$ cat src/rtl/core/dpb_pkg.sv
// Types and constants shared by the depth pixel back-projection unit.
package dpb_pkg;

  localparam int unsigned CountW = 12;
  localparam int unsigned MagW   = 16;
  localparam int unsigned ZW     = 20;
  localparam int unsigned XyW    = 24;
  localparam int unsigned MulAW  = 36;
  localparam int unsigned MulBW  = 24;
  localparam int unsigned ProdW  = 60;

  localparam logic [CountW-1:0] CountMax = {CountW{1'b1}};
  localparam logic [ZW-1:0]     ZMax     = {ZW{1'b1}};

  typedef enum logic [2:0] {
    REG_DEPTH_SCALE = 3'd0,
    REG_CENTER_COL  = 3'd1,
    REG_CENTER_ROW  = 3'd2,
    REG_INV_FOCAL_X = 3'd3,
    REG_INV_FOCAL_Y = 3'd4,
    REG_IMAGE_WIDTH = 3'd5,
    REG_IMAGE_HEIGHT = 3'd6
  } cfg_reg_e;

  typedef enum logic [2:0] {
    ST_IDLE,
    ST_MUL_Z,
    ST_MUL_XA,
    ST_MUL_XB,
    ST_MUL_YA,
    ST_MUL_YB,
    ST_EMIT
  } dpb_state_e;

  typedef struct packed {
    logic [15:0] depth_raw;
    logic [7:0]  red;
    logic [7:0]  green;
    logic [7:0]  blue;
  } in_item_t;

  typedef struct packed {
    logic signed [XyW-1:0] point_x;
    logic signed [XyW-1:0] point_y;
    logic [ZW-1:0]         point_z;
    logic [7:0]            out_red;
    logic [7:0]            out_green;
    logic [7:0]            out_blue;
    logic [CountW-1:0]     pixel_col;
    logic [CountW-1:0]     pixel_row;
    logic                  frame_last;
  } out_item_t;

  typedef struct packed {
    logic [12:0] image_width;
    logic [12:0] image_height;
  } frame_size_t;

  typedef struct packed {
    logic [CountW-1:0] col;
    logic [CountW-1:0] row;
    logic              frame_end;
  } raster_pos_t;

  // Floor of prod / 2^28 with sign, then clamp to the signed output range.
  function automatic logic [XyW-1:0] lateral_finish(input logic [ProdW-1:0] prod,
                                                    input logic neg);
    logic [ProdW:0]      sum;
    logic [ProdW-28:0]   q;
    logic [XyW-1:0]      res;
    sum = {1'b0, prod} + (ProdW+1)'(28'hFFFFFFF);
    if (neg) begin
      q = sum[ProdW:28];
      if (q > (ProdW-27)'(24'h800000)) begin
        res = 24'h800000;
      end else begin
        res = ~q[XyW-1:0] + 24'd1;
      end
    end else begin
      q = {1'b0, prod[ProdW-1:28]};
      if (q > (ProdW-27)'(24'h7FFFFF)) begin
        res = 24'h7FFFFF;
      end else begin
        res = q[XyW-1:0];
      end
    end
    return res;
  endfunction

endpackage

$ cat src/rtl/core/depth_pixel_backprojection_unit.sv
// Top level: pinhole back-projection of a raster depth stream into colored points.
// Each accepted item passes through MUL_Z, MUL_XA, MUL_XB, MUL_YA, MUL_YB and EMIT in order.
// A new item is taken only in IDLE; the single shared multiplier runs five
// products per item (depth scale, then offset times z and times focal reciprocal, x and y).
// A stalled output holds the last step, and the input stalls until the result moves on.
// Reset: asynchronous active low; clears counters and sequencer, loads register defaults.
module depth_pixel_backprojection_unit #(
  parameter int unsigned MaxDim = 4096
) (
  input  logic               clk_i,
  input  logic               rst_ni,
  input  logic               in_valid_i,
  output logic               in_stall_o,
  input  dpb_pkg::in_item_t  in_item_i,
  output logic               out_valid_o,
  input  logic               out_stall_i,
  output dpb_pkg::out_item_t out_item_o,
  input  logic               cfg_valid_i,
  output logic               cfg_ready_o,
  input  logic [2:0]         cfg_index_i,
  input  logic [31:0]        cfg_data_i
);
  import dpb_pkg::*;

  dpb_state_e state_q, state_d;

  logic [31:0] depth_scale_q;
  logic [15:0] center_col_q, center_row_q;
  logic [23:0] inv_fx_q, inv_fy_q;
  frame_size_t size_q;

  in_item_t          item_q;
  logic [CountW-1:0] col_q, row_q;
  logic              last_q;
  logic [MagW-1:0]   mag_x_q, mag_y_q, mag_x_d, mag_y_d;
  logic              neg_x_q, neg_y_q, neg_x_d, neg_y_d;
  logic [ZW-1:0]     z_q, z_sat;
  logic [XyW-1:0]    x_q;

  logic              out_valid_q;
  out_item_t         out_q;

  logic [MulAW-1:0]  op_a;
  logic [MulBW-1:0]  op_b;
  logic [ProdW-1:0]  prod;
  raster_pos_t       pos;

  logic accept, emit, load_z, load_x, mul_en;
  logic [15:0] pos_col16, pos_row16;

  assign cfg_ready_o = 1'b1;

  always_ff @(posedge clk_i or negedge rst_ni) begin
    if (!rst_ni) begin
      depth_scale_q       <= 32'd858993;
      center_col_q        <= 16'd5098;
      center_row_q        <= 16'd4085;
      inv_fx_q            <= 24'd32433;
      inv_fy_q            <= 24'd32483;
      size_q.image_width  <= 13'd640;
      size_q.image_height <= 13'd480;
    end else if (cfg_valid_i) begin
      unique case (cfg_reg_e'(cfg_index_i))
        REG_DEPTH_SCALE:  depth_scale_q       <= cfg_data_i;
        REG_CENTER_COL:   center_col_q        <= cfg_data_i[15:0];
        REG_CENTER_ROW:   center_row_q        <= cfg_data_i[15:0];
        REG_INV_FOCAL_X:  inv_fx_q            <= cfg_data_i[23:0];
        REG_INV_FOCAL_Y:  inv_fy_q            <= cfg_data_i[23:0];
        REG_IMAGE_WIDTH:  size_q.image_width  <= cfg_data_i[12:0];
        REG_IMAGE_HEIGHT: size_q.image_height <= cfg_data_i[12:0];
        default: ;
      endcase
    end
  end

  dpb_raster_cnt #(
    .MaxDim(MaxDim)
  ) u_raster_cnt (
    .clk_i (clk_i),
    .rst_ni(rst_ni),
    .step_i(accept),
    .size_i(size_q),
    .pos_o (pos)
  );

  dpb_mul_unit u_mul_unit (
    .clk_i (clk_i),
    .en_i  (mul_en),
    .op_a_i(op_a),
    .op_b_i(op_b),
    .prod_o(prod)
  );

  assign pos_col16 = {pos.col, 4'b0000};
  assign pos_row16 = {pos.row, 4'b0000};

  always_comb begin
    neg_x_d = pos_col16 < center_col_q;
    neg_y_d = pos_row16 < center_row_q;
    mag_x_d = neg_x_d ? center_col_q - pos_col16 : pos_col16 - center_col_q;
    mag_y_d = neg_y_d ? center_row_q - pos_row16 : pos_row16 - center_row_q;
  end

  assign z_sat = (prod[47:36] != 12'd0) ? ZMax : prod[35:16];

  always_comb begin
    state_d = state_q;
    unique case (state_q)
      ST_IDLE:   if (in_valid_i) state_d = ST_MUL_Z;
      ST_MUL_Z:  state_d = ST_MUL_XA;
      ST_MUL_XA: state_d = ST_MUL_XB;
      ST_MUL_XB: state_d = ST_MUL_YA;
      ST_MUL_YA: state_d = ST_MUL_YB;
      ST_MUL_YB: state_d = ST_EMIT;
      ST_EMIT:   if (!(out_valid_q && out_stall_i)) state_d = ST_IDLE;
      default:   state_d = ST_IDLE;
    endcase
  end

  always_comb begin
    in_stall_o = 1'b1;
    accept     = 1'b0;
    emit       = 1'b0;
    load_z     = 1'b0;
    load_x     = 1'b0;
    mul_en     = 1'b1;
    op_a       = '0;
    op_b       = '0;
    unique case (state_q)
      ST_IDLE: begin
        in_stall_o = 1'b0;
        accept     = in_valid_i;
      end
      ST_MUL_Z: begin
        op_a = MulAW'(depth_scale_q);
        op_b = MulBW'(item_q.depth_raw);
      end
      ST_MUL_XA: begin
        load_z = 1'b1;
        op_a   = MulAW'(mag_x_q);
        op_b   = MulBW'(z_sat);
      end
      ST_MUL_XB: begin
        op_a = prod[MulAW-1:0];
        op_b = MulBW'(inv_fx_q);
      end
      ST_MUL_YA: begin
        load_x = 1'b1;
        op_a   = MulAW'(mag_y_q);
        op_b   = MulBW'(z_q);
      end
      ST_MUL_YB: begin
        op_a = prod[MulAW-1:0];
        op_b = MulBW'(inv_fy_q);
      end
      ST_EMIT: begin
        mul_en = 1'b0;
        emit   = !(out_valid_q && out_stall_i);
      end
      default: ;
    endcase
  end

  always_ff @(posedge clk_i or negedge rst_ni) begin
    if (!rst_ni) begin
      state_q     <= ST_IDLE;
      out_valid_q <= 1'b0;
    end else begin
      state_q <= state_d;
      if (emit) begin
        out_valid_q <= 1'b1;
      end else if (!out_stall_i) begin
        out_valid_q <= 1'b0;
      end
    end
  end

  always_ff @(posedge clk_i) begin
    if (accept) begin
      item_q  <= in_item_i;
      col_q   <= pos.col;
      row_q   <= pos.row;
      last_q  <= pos.frame_end;
      mag_x_q <= mag_x_d;
      mag_y_q <= mag_y_d;
      neg_x_q <= neg_x_d;
      neg_y_q <= neg_y_d;
    end
    if (load_z) begin
      z_q <= z_sat;
    end
    if (load_x) begin
      x_q <= lateral_finish(prod, neg_x_q);
    end
    if (emit) begin
      out_q.point_x    <= x_q;
      out_q.point_y    <= lateral_finish(prod, neg_y_q);
      out_q.point_z    <= z_q;
      out_q.out_red    <= item_q.red;
      out_q.out_green  <= item_q.green;
      out_q.out_blue   <= item_q.blue;
      out_q.pixel_col  <= col_q;
      out_q.pixel_row  <= row_q;
      out_q.frame_last <= last_q;
    end
  end

  assign out_valid_o = out_valid_q;
  assign out_item_o  = out_q;

endmodule

$ cat src/rtl/core/dpb_mul_unit.sv
// Shared unsigned multiplier with registered product.
module dpb_mul_unit (
  input  logic                        clk_i,
  input  logic                        en_i,
  input  logic [dpb_pkg::MulAW-1:0]   op_a_i,
  input  logic [dpb_pkg::MulBW-1:0]   op_b_i,
  output logic [dpb_pkg::ProdW-1:0]   prod_o
);
  import dpb_pkg::*;

  logic [MulAW+MulBW-1:0] full;
  logic [ProdW-1:0]       prod_d, prod_q;

  assign full   = op_a_i * op_b_i;
  assign prod_d = full[ProdW-1:0];

  always_ff @(posedge clk_i) begin
    if (en_i) begin
      prod_q <= prod_d;
    end
  end

  assign prod_o = prod_q;

endmodule

$ cat src/rtl/core/dpb_raster_cnt.sv
// Column and row counters that track the raster position of each pixel.
module dpb_raster_cnt #(
  parameter int unsigned MaxDim = 4096
) (
  input  logic                  clk_i,
  input  logic                  rst_ni,
  input  logic                  step_i,
  input  dpb_pkg::frame_size_t  size_i,
  output dpb_pkg::raster_pos_t  pos_o
);
  import dpb_pkg::*;

  localparam int unsigned DimW = $clog2(MaxDim + 1);

  logic [CountW-1:0] col_q, col_d, row_q, row_d;
  logic [DimW-1:0]   width_eff, height_eff;
  logic              row_end, frame_end;

  always_comb begin
    if (size_i.image_width == 13'd0 || 32'(size_i.image_width) > 32'(MaxDim)) begin
      width_eff = DimW'(MaxDim);
    end else begin
      width_eff = DimW'(size_i.image_width);
    end
    if (size_i.image_height == 13'd0 || 32'(size_i.image_height) > 32'(MaxDim)) begin
      height_eff = DimW'(MaxDim);
    end else begin
      height_eff = DimW'(size_i.image_height);
    end
  end

  assign row_end   = (32'(col_q) + 32'd1 >= 32'(width_eff)) || (col_q == CountMax);
  assign frame_end = row_end &&
                     ((32'(row_q) + 32'd1 >= 32'(height_eff)) || (row_q == CountMax));

  always_comb begin
    col_d = col_q;
    row_d = row_q;
    if (step_i) begin
      if (frame_end) begin
        col_d = '0;
        row_d = '0;
      end else if (row_end) begin
        col_d = '0;
        row_d = row_q + CountW'(1);
      end else begin
        col_d = col_q + CountW'(1);
      end
    end
  end

  always_ff @(posedge clk_i or negedge rst_ni) begin
    if (!rst_ni) begin
      col_q <= '0;
      row_q <= '0;
    end else begin
      col_q <= col_d;
      row_q <= row_d;
    end
  end

  assign pos_o.col       = col_q;
  assign pos_o.row       = row_q;
  assign pos_o.frame_end = frame_end;

endmodule
$ cat config.mk
export PLATFORM = sky130hd
export DESIGN_NAME = depth_pixel_backprojection_unit
export DESIGN_NICKNAME = d
export VERILOG_FILES = /design/src/rtl/core/dpb_pkg.sv /design/src/rtl/core/depth_pixel_backprojection_unit.sv /design/src/rtl/core/dpb_mul_unit.sv /design/src/rtl/core/dpb_raster_cnt.sv
export SDC_FILE = /design/constraint.sdc
export NUM_CORES = 2
export LEC_CHECK = 0
export CAP_MARGIN = 10
export CORE_AREA = 10 10 273 328
export DETAILED_ROUTE_END_ITERATION = 8
export DIE_AREA = 0 0 283 338
export DONT_BUFFER_PORTS = 1
export PLACE_DENSITY = 0.79
export REMOVE_ABC_BUFFERS = 1
export SYNTH_ARGS = -nofsm -noshare
export SYNTH_HDL_FRONTEND = slang
export SYNTH_SLANG_ARGS = --single-unit
$ cat constraint.sdc
create_clock -name clk_i -period 29 [get_ports clk_i]
set_input_delay 4.35 -clock clk_i [delete_from_list [all_inputs] [get_ports clk_i]]
set_output_delay 4.35 -clock clk_i [all_outputs]
set_load 0.05 [all_outputs]
== Word level (Yosys, flattened, before mapping) ==
Index checks and enable logic that the tools add are counted.

* Bits in latches: 0
* Bits in writable memories: 0
* Register bits after elaboration: 486
* Word-level logic and storage cells: 119
* Memories kept: 0
* Output and inout port bits: 120
* Memory bits (read-only): 0

* Reduce and logical (&&, ||, !) cells: 23
* $lt $le $gt $ge: 8
* Bitwise operators: 1
* Eq/ne operators: 17
* Shift-type cells: 0
* Multipliers: 1
* Multiplexer cells: 25
* $add $sub $neg: 10
* Divide/modulo/power cells: 0

{| class="wikitable"
|+ Operators by type and width
! kind !! number
|-
| 36-bit case mux with 4 select lines || 1
|-
| 24-bit case mux with 5 select lines || 1
|-
| 24-bit 2-to-1 mux || 4
|-
| 32-bit by 13-bit greater-or-equal comparator with 1-bit output || 2
|-
| 16-bit subtractor || 4
|-
| 60-bit by 28-bit adder with 61-bit output, second input constant || 1
|-
| 36-bit by 24-bit multiplier with 60-bit output || 1
|-
| 12-bit 2-to-1 mux || 4
|-
| 33-bit by 24-bit > comparator with 1-bit output, second input constant || 1
|-
| 32-bit by 23-bit > comparator with 1-bit output, second input constant || 1
|-
| 16-bit < comparator || 2
|-
| 16-bit 2-to-1 mux || 2
|-
| 12-bit by 1-bit adder with 13-bit output, second input constant || 2
|-
| 13-bit > comparator, second input constant || 2
|-
| 13-bit zero test || 2
|-
| 13-bit 2-to-1 mux || 2
|-
| 12-bit by 1-bit adder with 12-bit output, second input constant || 2
|-
| 24-bit by 1-bit adder with 24-bit output, second input constant || 1
|-
| 12-bit equality test, second input constant || 2
|-
| 24-bit NOT || 1
|-
| 3-bit case mux with 7 select lines || 1
|-
| 20-bit 2-to-1 mux || 1
|-
| 3-bit equality test, second input constant || 6
|-
| 2-bit AND reduction || 9
|-
| other kinds (13) || 30
|}

== Logic depth before layout (Yosys ltp) ==
* Word-level depth: 8
* Mapped depth: 36
* Mapped depth without buffers: 32

== Cells and area by module ==
A second synthesis with hierarchy kept.

* Cell total of the unflattened synthesis: 4940
* Area total of the unflattened synthesis: 50542.2 µm²

{| class="wikitable"
|+ By module, submodules not included
! module !! times used !! area each (µm²) !! cells each
|-
| dpb_mul_unit || 1 || 29609.6 || 3228
|-
| depth_pixel_backprojection_unit || 1 || 18642.9 || 1450
|-
| dpb_raster_cnt || 1 || 2289.7 || 262
|}

== Worst setup path after synthesis ==
Ideal clock, no wire load.

* Path kind: input port to flip-flop
* Start point: input port out_stall_i
* End point: register out_q, in the netlist out_item_o[0] (enable)
* Slack: 18361 ps
* Arrival time: 10008 ps
* Path buffers: 0
* Data required time: 28369 ps
* Stages: 1
* Cells stage by stage: a21oi_1

* Word-level cells in the longest chain between the ends: 3

{| class="wikitable"
|+ RTL lines
! element !! line !! source
|-
| from (decl) || depth_pixel_backprojection_unit.sv:16 || <nowiki>input logic out_stall_i,</nowiki>
|-
| 1-bit logical AND || depth_pixel_backprojection_unit.sv:158 || <nowiki>emit = !(out_valid_q && out_stall_i);</nowiki>
|-
| 1-bit zero test || depth_pixel_backprojection_unit.sv:158 ||
|-
| 1-bit 2-to-1 mux || depth_pixel_backprojection_unit.sv:129 || <nowiki>unique case (state_q)</nowiki>
|-
| to (decl) || depth_pixel_backprojection_unit.sv:41 || <nowiki>out_item_t out_q;</nowiki>
|}

Every way passes these cells.
A chain may end at the register's enable or synchronous reset.

== Worst setup path after layout ==
* Start point: register state_q[0]
* End point: register u_mul_unit.prod_q[59] (netlist: u_mul_unit.prod_o[59]), data pin

* Word-level cells in the longest chain between the ends: 4
* Elaborated cells between the ends (all ways): 9
* Classes of those cells: mul (1); eq/ne (5); mux (2); reduce/logical (1)

{| class="wikitable"
|+ RTL lines
! element !! line !! source
|-
| from (decl) || depth_pixel_backprojection_unit.sv:25 || <nowiki>dpb_state_e state_q, state_d;</nowiki>
|-
| from (signal assigned) || depth_pixel_backprojection_unit.sv:169 || <nowiki>state_q <= state_d;</nowiki>
|-
| 3-bit equality test or 3-bit by 2-bit equality test with 1-bit output (tied branches) || depth_pixel_backprojection_unit.sv:129 ||
|-
| 2-bit OR reduction (no line) || n/a ||
|-
| 36-bit case mux with 4 select lines || depth_pixel_backprojection_unit.sv:129 ||
|-
| 36-bit by 24-bit multiplier with 60-bit output * || dpb_mul_unit.sv:14 || <nowiki>assign full = op_a_i * op_b_i;</nowiki>
|-
| net u_mul_unit.full[59] || dpb_mul_unit.sv:11 || <nowiki>logic [MulAW+MulBW-1:0] full;</nowiki>
|-
| to (signal assigned) || dpb_mul_unit.sv:19 || <nowiki>prod_q <= prod_d;</nowiki>
|-
| to (decl) || dpb_mul_unit.sv:12 || <nowiki>logic [ProdW-1:0] prod_d, prod_q;</nowiki>
|}

Mark *: on every way through the listed nets, which the timed path passes. The rest lies on a longest branch.

==> run summary <==
The starting density of the core is 0.596. The worst setup path is of the flop to flop kind. The cell type of the slowest stage on the worst timing path is dfrtp_1. The post-CTS setup buffer count came out at 0.

The slew at the pin closest to its max-slew limit came out at ~1400 ps. The share of post-route cells with drive strength above 1 is 0.0836. The number of distinct library cell variants in the gate-level netlist after synthesis is 91. Summing all multi-input logic gate instances after layout gives ~31000 um^2. The count of final max-slew check failures is 0. The final reports fail on DRC. Sorting the synthesized cells by area gives the leading types as fa_1 (30%), edfxtp_1 (19%), inv_1 (7.3%). The type of the tightest min-delay check is flop to flop.

The clock-pin slew of the registers on the worst-case setup and hold paths came out at 60 ps. The relative max-transition margin came out at 0.0827. The most numerous cell type found on the critical path is fa_1. The final estimated routing congestion in global placement is 1.01.

The mean cell area of the mapped netlist is 9.93 um^2. After global routing the overflow that remains totals 0. After clock tree synthesis, the flow added hold-fix buffers numbering 0. The ratio of final minimum period to clock period came out at 0.385.

In the synthesized netlist the async set-or-reset flop fraction comes to 0.342. Across all layers, the routed design uses 37200 vias. The total of cells resized after clock tree synthesis came out at 0.

The share of the Yosys chip area taken by registers is 0.280. The detailed placement HPWL is 118 mm. The die is 283 um wide. The cell family contributing the most delay on the critical path is adder cells. The maximum clock skew at final layout is 46.2 ps.

The area of the die came out at 95700 um^2. The number of buffers on the longest clock path came out at 3. The first global-routing pass estimated 236 mm of wire.

The path with the worst hold slack has its endpoint at out_item_o[29]. The count of buffers added on input and output ports is 0. The most instantiated library cell after synthesis is inv_1. The setup TNS after final layout is 0 ps. The delay of the slowest critical-path stage came out at 840 ps. Of the post-synthesis cell area, the dominant cell type holds 0.303. The post-detailed-routing wire length came out at approximately 160 mm.

The I/O pin total came out at 200. The hold violation total from the final report came to 0. The post-synthesis cell area is 49400 um^2. In this run the critical register-to-register path is launched from state_q[0]. In this run the register-to-register setup slack is 17830 ps. The clock sink count is 486.

The total area of sequential cells came out at approximately 14000 um^2. After layout, the minimum clock period comes to 11170 ps. After detailed routing, the average wire length per cell comes to 25.7 um. The worst hold path begins at item_q[4]. The element type at the critical path start is a flop.

The layout has 6544 filler cells. The cell depth of the worst min-delay path came out at 0. The CTS tree is done. The tightest hold path in the finished design has a slack of 412 ps. Timing would allow up to 89.5 MHz. The maximum number of pins on one net before global-route repair came out at between 150 and 200. The run finished, with violations left.

Setup repair after global routing left no endpoint under its margin. The worst register-to-register path ends at u_mul_unit.prod_o[59]. The combined global-route utilization of all metal layers came out at 0.327. The final critical-path setup slack came out at 17830 ps. Among all flip-flop cells after synthesis, the most frequent one is edfxtp_1. In this run, synthesis inferred 320 flip-flops with an integrated enable. After synthesis, the most frequently instantiated cells are inv_1 (966), fa_1 (748), nand2_1 (694). The post-synthesis sequential element count came out at 486. The number of max-cap violations is 0. The buffer and inverter count on the worst path came out at 6. The number of H-tree levels is 2. The layout overhead on the synthesized area came out at 6.02%.

The number of antenna violations at the first check in global routing came out at 19. The first-pass detailed-route iteration total came out at 9. The height of the die came out at 338 um. The root buffer cell chosen for the clock tree is clkbuf_16. The worst setup path is captured at a flop.

The number of clock buffers added by TritonCTS is 51. Prior to clock tree synthesis, the placed netlist has a worst setup slack of around 18000 ps. The count of routing violations after the opening detailed-route iteration came out at about 3700. The total area inside the core boundary comes to about 83000 um^2. The required arrival time at the worst endpoint came out at 29340 ps. The count of mapped cells out of synthesis came out at roughly 5000.

The detail route stage leaves a number of antenna-violating nets equal to 0. The number of global-route vias before repair is 38700. fa_1 takes more of the synthesized area than any other cell.

The number of remaining DRC errors came out at 2. The path depth of the worst reg2reg path came out at 29. The ratio of routed vias to standard cells is 6.13. The clock latency on the worst-skew pair is 630 ps. The number of nets in the layout is 5978. The critical-path maximum fanout is 48.

Setup violations remaining at the end of the flow were counted as 0. The number of rows created at floorplan came out at between 100 and 150. For the worst setup path, the data arrival time is 11510 ps. During synthesis, Yosys emitted a total of 0 warnings.
## per-layer routing
layer,up-vias,track usage,share of wire
li1,15600,-,-
met1,18700,0.393,0.35
met2,2258,0.510,0.45
met3,538,0.121,0.14
met4,18,0.180,0.063
met5,-,0,0.00087
## worst reg2reg max path: cells and delay by family (launching register included)
family | cells | cell delay (ps)
flip-flops | 1 | 840
AND/OR/NAND/NOR | 4 | 1830
adder cells (fa/ha/maj) | 8 | 3990
AO/OA/AOI/OAI | 11 | 3020
buffers and inverters | 6 | 1210
## registers in the layout, summed over array words and instances, names as in the netlist, 20 cells and up
name and cells:
out_item_o 117, depth_scale_q 32, item_q 40, u_mul_unit.prod_o 60
inv_fx_q 24, inv_fy_q 24, size_q 26, z_q 20
x_q 24
## how the worst max path moves through the flow
stage,startpoint,to,slack (ps),depth (start not counted)
4_1_cts,state_q[0],u_mul_unit.prod_o[56],18000,31
3_3_place_gp,state_q[0],u_mul_unit.prod_o[59],18200,29
6_report,state_q[0],u_mul_unit.prod_o[59],17830,29
3_5_place_dp,state_q[0],u_mul_unit.prod_o[59],18050,29
5_1_grt,state_q[0],u_mul_unit.prod_o[56],17430,31
2_1_floorplan,state_q[2],u_mul_unit.prod_o[59],17970,26
## through the flow
step / instance area [um^2] / utilization / cells
4_1_cts: 52300 / 0.631 / 6049
3_3_place_gp: 50700 / 0.611 / 5955
3_5_place_dp: 50700 / 0.611 / 5955
2_1_floorplan: 48500 / - / 4743
6_report: 52400 / 0.632 / 6061
5_1_grt: 52300 / 0.631 / 6052
## cell type report
cell class | count | area share
Multi-Input combinational cell | 3291 | 0.595
Tap cell | 1121 | 0.0268
Antenna cell | 10 | 0.000478
Clock inverter | 37 | 0.00595
Timing Repair Buffer | 93 | 0.0135
Sequential cell | 486 | 0.264
Clock buffer | 57 | 0.0252
Inverter | 966 | 0.0693
## cells in the final DEF (no fill, tap or decap), drive strengths merged, types with 8 or more instances in the layout
cell type / instances
diode: 10
ha: 261
and2: 23
buf: 93
fa: 748
a31oi: 33
a221o: 36
xor2: 33
clkbuf: 57
o311ai: 10
and4: 14
a211oi: 14
nor2b: 19
o211ai: 24
a22oi: 54
nor4: 24
a21oi: 100
dfrtp: 110
or2: 29
a22o: 20
o31ai: 8
o21ai: 131
nor2: 451
nor3: 48
edfxtp: 320
a221oi: 17
and3: 12
nand2b: 45
mux2: 112
nand3: 40
mux2i: 22
a21o: 60
xnor2: 73
dfstp: 56
clkinv: 25
o21bai: 12
nand4: 35
inv: 973
nand2: 696
## cells by family after synthesis
logic type      share of synthesized area
compound gates                     0.0816
xor+xnor                           0.0188
fa+ha+maj                           0.369
buf+inv                            0.0920
flops                               0.280
mux                                0.0300
other cells                     0.0000759
simple gates                        0.128
Power is left out: the tool's default activity adds up to more than one toggle a clock period on the data nets, which glitch-free logic cannot reach.
